===== src/plane_coefficient_kalman_filter_macros.svh =====
// Assertion macros for the plane coefficient Kalman filter.
`ifndef PLANE_COEFFICIENT_KALMAN_FILTER_MACROS_SVH
`define PLANE_COEFFICIENT_KALMAN_FILTER_MACROS_SVH

`ifndef SYNTH
`define PCKF_ASSERT_IMPLY(lbl, clk, rstn, ante, cons, msg) \
  lbl: assert property (@(posedge clk) disable iff (!rstn) (ante) |-> (cons)) \
    else $error(msg);
`define PCKF_ASSERT_NEXT(lbl, clk, rstn, ante, cons, msg) \
  lbl: assert property (@(posedge clk) disable iff (!rstn) (ante) |=> (cons)) \
    else $error(msg);
`else
`define PCKF_ASSERT_IMPLY(lbl, clk, rstn, ante, cons, msg)
`define PCKF_ASSERT_NEXT(lbl, clk, rstn, ante, cons, msg)
`endif

`endif


===== src/pckf_pkg.sv =====
// Shared types, constants and divider step for the plane coefficient Kalman filter.
`default_nettype none
package pckf_pkg;

  localparam int unsigned FRAC_BITS_DEF = 16;
  localparam int unsigned LANES         = 4;
  localparam int unsigned LANE_W        = 2;
  localparam int unsigned DIV_W         = 64;
  localparam int unsigned DIV_STEPS     = DIV_W / 2;
  localparam int unsigned CNT_W         = $clog2(DIV_STEPS);

  localparam logic [1:0] CMD_INIT    = 2'd0;
  localparam logic [1:0] CMD_PREDICT = 2'd1;
  localparam logic [1:0] CMD_UPDATE  = 2'd2;

  localparam logic [1:0] REG_INIT_VAR   = 2'd0;
  localparam logic [1:0] REG_PROC_NOISE = 2'd1;
  localparam logic [1:0] REG_MEAS_NOISE = 2'd2;

  localparam logic [31:0] INIT_VAR_RST   = 32'd65536;
  localparam logic [31:0] PROC_NOISE_RST = 32'd66;
  localparam logic [31:0] MEAS_NOISE_RST = 32'd6554;

  typedef struct packed {
    logic              capture;
    logic              init;
    logic              predict;
    logic              start_lane;
    logic              div_step;
    logic              mul_gain;
    logic              write_lane;
    logic              load_out;
    logic [LANE_W-1:0] lane;
  } cmd_t;

  typedef struct packed {
    logic ready;
    logic s_zero;
  } sts_t;

  typedef struct packed {
    logic [32:0]      rem;
    logic [DIV_W-1:0] dvd;
  } div_t;

  function automatic div_t div_step(input logic [32:0] rem, input logic [DIV_W-1:0] dvd,
                                    input logic [32:0] den);
    logic [33:0] sh;
    logic [33:0] diff;
    div_t        res;
    sh   = {rem, dvd[DIV_W-1]};
    diff = sh - {1'b0, den};
    if (!diff[33]) begin
      res.rem = diff[32:0];
      res.dvd = {dvd[DIV_W-2:0], 1'b1};
    end else begin
      res.rem = sh[32:0];
      res.dvd = {dvd[DIV_W-2:0], 1'b0};
    end
    return res;
  endfunction

endpackage
`default_nettype wire


===== src/pckf_ctrl.sv =====
// Controller: sequences init, predict and the per-lane update through the datapath.
`default_nettype none
`include "plane_coefficient_kalman_filter_macros.svh"
module pckf_ctrl (
  input  wire logic           clk_i,
  input  wire logic           rst_ni,
  input  wire logic           in_valid_i,
  output logic                in_ready_o,
  input  wire logic [1:0]     cmd_i,
  output logic                out_valid_o,
  input  wire logic           out_ready_i,
  input  wire pckf_pkg::sts_t sts_i,
  output pckf_pkg::cmd_t      cmd_o
);
  import pckf_pkg::*;

  localparam logic [2:0] S_IDLE = 3'd0;
  localparam logic [2:0] S_LANE = 3'd1;
  localparam logic [2:0] S_DIV  = 3'd2;
  localparam logic [2:0] S_MUL  = 3'd3;
  localparam logic [2:0] S_WR   = 3'd4;
  localparam logic [2:0] S_DONE = 3'd5;

  localparam logic [CNT_W-1:0]  CNT_LAST  = CNT_W'(DIV_STEPS - 1);
  localparam logic [LANE_W-1:0] LANE_LAST = LANE_W'(LANES - 1);

  logic [2:0]        state_q, state_d;
  logic [CNT_W-1:0]  cnt_q, cnt_d;
  logic [LANE_W-1:0] lane_q, lane_d;
  logic              out_valid_q, out_valid_d;
  logic              accept;

  assign in_ready_o  = (state_q == S_IDLE);
  assign out_valid_o = out_valid_q;
  assign accept      = in_valid_i && in_ready_o;

  always_comb begin
    state_d     = state_q;
    cnt_d       = cnt_q;
    lane_d      = lane_q;
    out_valid_d = out_valid_q && !out_ready_i;
    cmd_o       = '0;
    cmd_o.lane  = lane_q;
    cmd_o.capture = accept;
    case (state_q)
      S_IDLE: begin
        if (accept) begin
          state_d = S_DONE;
          lane_d  = '0;
          case (cmd_i)
            CMD_INIT:    cmd_o.init = 1'b1;
            CMD_PREDICT: cmd_o.predict = sts_i.ready;
            CMD_UPDATE: begin
              if (sts_i.ready) begin
                state_d = S_LANE;
              end
            end
            default: ;
          endcase
        end
      end
      S_LANE: begin
        if (sts_i.s_zero) begin
          if (lane_q == LANE_LAST) begin
            state_d = S_DONE;
          end else begin
            lane_d = lane_q + 1'b1;
          end
        end else begin
          cmd_o.start_lane = 1'b1;
          cnt_d   = '0;
          state_d = S_DIV;
        end
      end
      S_DIV: begin
        cmd_o.div_step = 1'b1;
        cnt_d = cnt_q + 1'b1;
        if (cnt_q == CNT_LAST) begin
          state_d = S_MUL;
        end
      end
      S_MUL: begin
        cmd_o.mul_gain = 1'b1;
        state_d = S_WR;
      end
      S_WR: begin
        cmd_o.write_lane = 1'b1;
        if (lane_q == LANE_LAST) begin
          state_d = S_DONE;
        end else begin
          lane_d  = lane_q + 1'b1;
          state_d = S_LANE;
        end
      end
      S_DONE: begin
        if (!out_valid_q || out_ready_i) begin
          cmd_o.load_out = 1'b1;
          out_valid_d    = 1'b1;
          state_d        = S_IDLE;
        end
      end
      default: state_d = S_IDLE;
    endcase
  end

  always_ff @(posedge clk_i or negedge rst_ni) begin
    if (!rst_ni) begin
      state_q     <= S_IDLE;
      cnt_q       <= '0;
      lane_q      <= '0;
      out_valid_q <= 1'b0;
    end else begin
      state_q     <= state_d;
      cnt_q       <= cnt_d;
      lane_q      <= lane_d;
      out_valid_q <= out_valid_d;
    end
  end

  `PCKF_ASSERT_IMPLY(a_no_overwrite, clk_i, rst_ni, cmd_o.load_out, !out_valid_q || out_ready_i, "result overwritten while pending")
  `PCKF_ASSERT_NEXT(a_busy_after_accept, clk_i, rst_ni, accept, !in_ready_o, "new word taken while busy")
  `PCKF_ASSERT_NEXT(a_div_done, clk_i, rst_ni, state_q == S_DIV && cnt_q == CNT_LAST, state_q == S_MUL, "divider did not finish on time")
  `PCKF_ASSERT_IMPLY(a_one_op, clk_i, rst_ni, 1'b1, $onehot0({cmd_o.init, cmd_o.predict, cmd_o.start_lane, cmd_o.div_step, cmd_o.mul_gain, cmd_o.write_lane}), "datapath commands overlap")

endmodule
`default_nettype wire

===== config.mk =====
export PLATFORM = sky130hd
export DESIGN_NAME = pckf_ctrl
export DESIGN_NICKNAME = d
export VERILOG_FILES = /design/src/pckf_pkg.sv /design/src/pckf_ctrl.sv
export VERILOG_INCLUDE_DIRS = /design/src /design/src/src
export SDC_FILE = /design/constraint.sdc
export NUM_CORES = 1
export LEC_CHECK = 0
export BUFFER_PORTS_ARGS = -buffer_cell sky130_fd_sc_hd__buf_2
export CORE_ASPECT_RATIO = 1.2
export CORE_UTILIZATION = 43
export DETAILED_ROUTE_END_ITERATION = 7
export MAX_ROUTING_LAYER = met4
export PLACE_DENSITY = 0.7
export SKIP_CTS_REPAIR_TIMING = 1
export SLEW_MARGIN = 0
export SYNTH_ARGS = -nofsm -noshare
export SYNTH_HDL_FRONTEND = slang
export SYNTH_SLANG_ARGS = --single-unit

===== constraint.sdc =====
create_clock -name clk_i -period 5.1 [get_ports clk_i]
set_input_delay 0.255 -clock clk_i [delete_from_list [all_inputs] [get_ports clk_i]]
set_output_delay 0.255 -clock clk_i [all_outputs]
set_load 0.05 [all_outputs]

==> results.md <==
- Final worst slack: 2.936 ns
- Status: finished, final reports clean
- Vias in the first global route: 526
- Peak Freq: 462.0 MHz
- Post-synthesis xor/xnor area fraction: 2.357%
- P_leak: 0.4409 nW
- Hold Path Sink: out_valid_o
- Initial DRC Count: 6
- Commonest non-fill, non-tap cell in the layout: buf_2
- Count of nets after finishing: 101
- Die Y: 47.54 µm
- Seq/Total Area, Yosys: 37.04%
- # DRC: 0
- Hold path depth: 2
- CTS sink count: 11
- Worst path max stage delay: 0.61 ns
- PortBufs: 19
- Period minus WS final: 2.164 ns
- Combinational share of power: 55.5%
- Distinct cells, synth: 35
- Setup TNS: 0 ns
- Sw Share: 50.22%
- Share of total power in the clock network: 11.0%
- Setup crit end kind: output pin
- R2r worst-path depth: 3
- WL/cell: 13.60 µm
- # diodes: 0
- Gate Count Post-Synth: 71
- Commonest non-fill, non-tap cells in the layout: buf_2 (19), dfrtp_1 (11), nor3_1 (5)
- WL final: 1.455 mm
- Initial antenna violation count: 0
- Syn avg cell area: 10.47 µm²
- #FFs+latches synth: 11
- CTS tree: built
- Core area: 1622 µm²
- CP arrival: 1.91 ns
- Cells after DPL: 102
- Hold path start: out_ready_i
- Slew @ Worst Pin: 0.5520 ns
- 1st-pass router iterations: 4
- Fillers: 168
- Pint: 0.2640 mW
- Vias/cell: 5.617
- Setup WS pre-CTS: 3.226 ns
- Final hold vios: 0
- Worst skew pair latency: 0.26 ns
- Psw: 0.2664 mW
- Fin crit share: 42.44%
- Cell Count, Final, Fillers Out: 107
- Final ANT Viol Nets: 0
- Relative max-transition margin: 63.20%
- WS Path Type: reg -> out
- # H-tree levels: 1
- Net count after synthesis: 82
- Crit Path Max Fanout: 17
- Reg2reg start: state_q[2]
- Netlist area before placement: 743.2 µm²
- Power per cell area: 616.1 nW/µm²
- Worst path slowest cell: or4b_4
- Main combinational cell family by area after synthesis: simple AND/OR/NAND/NOR gates
- Worst min path class: in -> reg
- FFs w/ async S/R, synth: 100.0%
- Root Buffer: clkbuf_4
- Max-slew violations: 0
- Row cnt: 16
- Layout overhead on the synthesized area: 15.82%
- Die Span X: 39.95 µm
- IR drop worst, VDD: 0.2616 mV
- Post-synthesis mux area share: 6.902%
- Clock skew: 0.001508 ns
- Worst r2r dst: lane_q[0]
- RSZ-0062 raised after global routing: false
- MaxCap Viol Count: 0
- Crit path cell chain: or4b_4, nor3_1, buf_2
- Layout cells sized above 1: 33.71%
- Synth warnings: 0
- Reg2reg setup slack: 3.32 ns
- First-pass GRT wire length: 2.159 mm
- Core Util, Final: 53.09%
- Via Count: 601
- Initial Utilization: 45.83%
- WP data required: 4.85 ns
- Die ar.: 1899 µm²
- Largest net degree at the start of global routing: 19
- Worst-path clk slew: 0.07 ns
- Startpoint types: flip-flop
- Post-synthesis simple-gate area fraction: 26.60%
- Post-synthesis adder-cell area fraction: 5.051%
- GRT Total Usage: 17.26%
- CTS Buf Count: 3
- # IOs: 20
- Post-synth EDFFs: 0
- Number of setup violations in the final report: 0
- CTS Buffer Depth: 2
- Compound-Gate Fraction of Synth Area: 15.15%
- Routability cong.: 0.6601
- Seq pwr share: 33.5%
- Hold_ws: 0.2229 ns
- Top FF cell, synth: dfrtp_1
- Remaining Overflow, GRT: 0
- Detailed placer's ending HPWL: 1.045 mm
power groups by stage:
stage               Combinational, mW  Sequential [mW]  Clock [mW]
floorplan                       0.267            0.164           0
global placement                0.293            0.174           0
detailed placement              0.295            0.177           0
CTS                             0.298            0.176      0.0603
global route                    0.316            0.186      0.0653
finish                          0.294            0.178      0.0585
how the worst max path moves through the flow:
| stage | start | to | cells after the start |
|---|---|---|---|
| floorplan | state_q[0] | cmd_o[7] | 3 |
| global placement | state_q[1] | cmd_o[7] | 3 |
| detailed placement | state_q[0] | cmd_o[7] | 3 |
| CTS | state_q[0] | cmd_o[7] | 3 |
| global route | state_q[0] | cmd_o[7] | 3 |
| finish | state_q[0] | cmd_o[7] | 3 |
per-layer routing:
metal	vias to the layer above	global-route usage [%]	share of wire [%]
met5	-	-	0
met4	0	8.276	0.34
met3	2	1.395	3.8
met2	14	29.68	51
met1	284	19.77	45
li1	301	-	-
synthesized netlist by cell type (all sizes together), types with 3 or more instances:
cell	number	area, µm²
nor2	4	15.01
dfrtp	11	275.3
nor3	5	25.02
inv	4	15.01
buf	4	28.78
ha	3	37.54
nand3b	3	22.52
mux2	3	41.29
nor3b	3	33.78
a22o	4	35.03
area by class of cell:
| type | count | area [µm²] | share of cell area, % |
|---|---|---|---|
| clock buffer | 4 | 26.28 | 3.052 |
| inverter | 4 | 15.01 | 1.744 |
| multi-input combinational | 50 | 416.7 | 48.40 |
| sequential | 11 | 275.3 | 31.98 |
| tap | 18 | 22.52 | 2.616 |
| timing repair buffer | 20 | 105.1 | 12.21 |
cells by family after synthesis:
kind of cell / Yosys count
AOI/OAI and AO/OA: 14
xor gates and xnor gates: 2
adders and majority gates: 3
buffers and inverters: 10
DFF: 11
muxes: 4
and+or+nand+nor: 27
critical path: cells and delay by family, from the launching register on:
kind	cells	cell delay (ns)
buffers and inverters	1	0.29
flip-flops	1	0.57
AND/OR/NAND/NOR	2	0.79
sequential cells by signal (all words and copies together) (netlist names):
register and count:
cnt_q 5, state_q 3, lane_q 2, out_valid_o 1
per-stage QoR:
stage	area, µm²	power, mW
global route	860.8	0.5679
global placement	824.5	0.4667
detailed placement	824.5	0.4728
CTS	850.8	0.5345
floorplan	743.2	0.4310
finish	860.8	0.5304
Power figures use the tool's default switching activity.
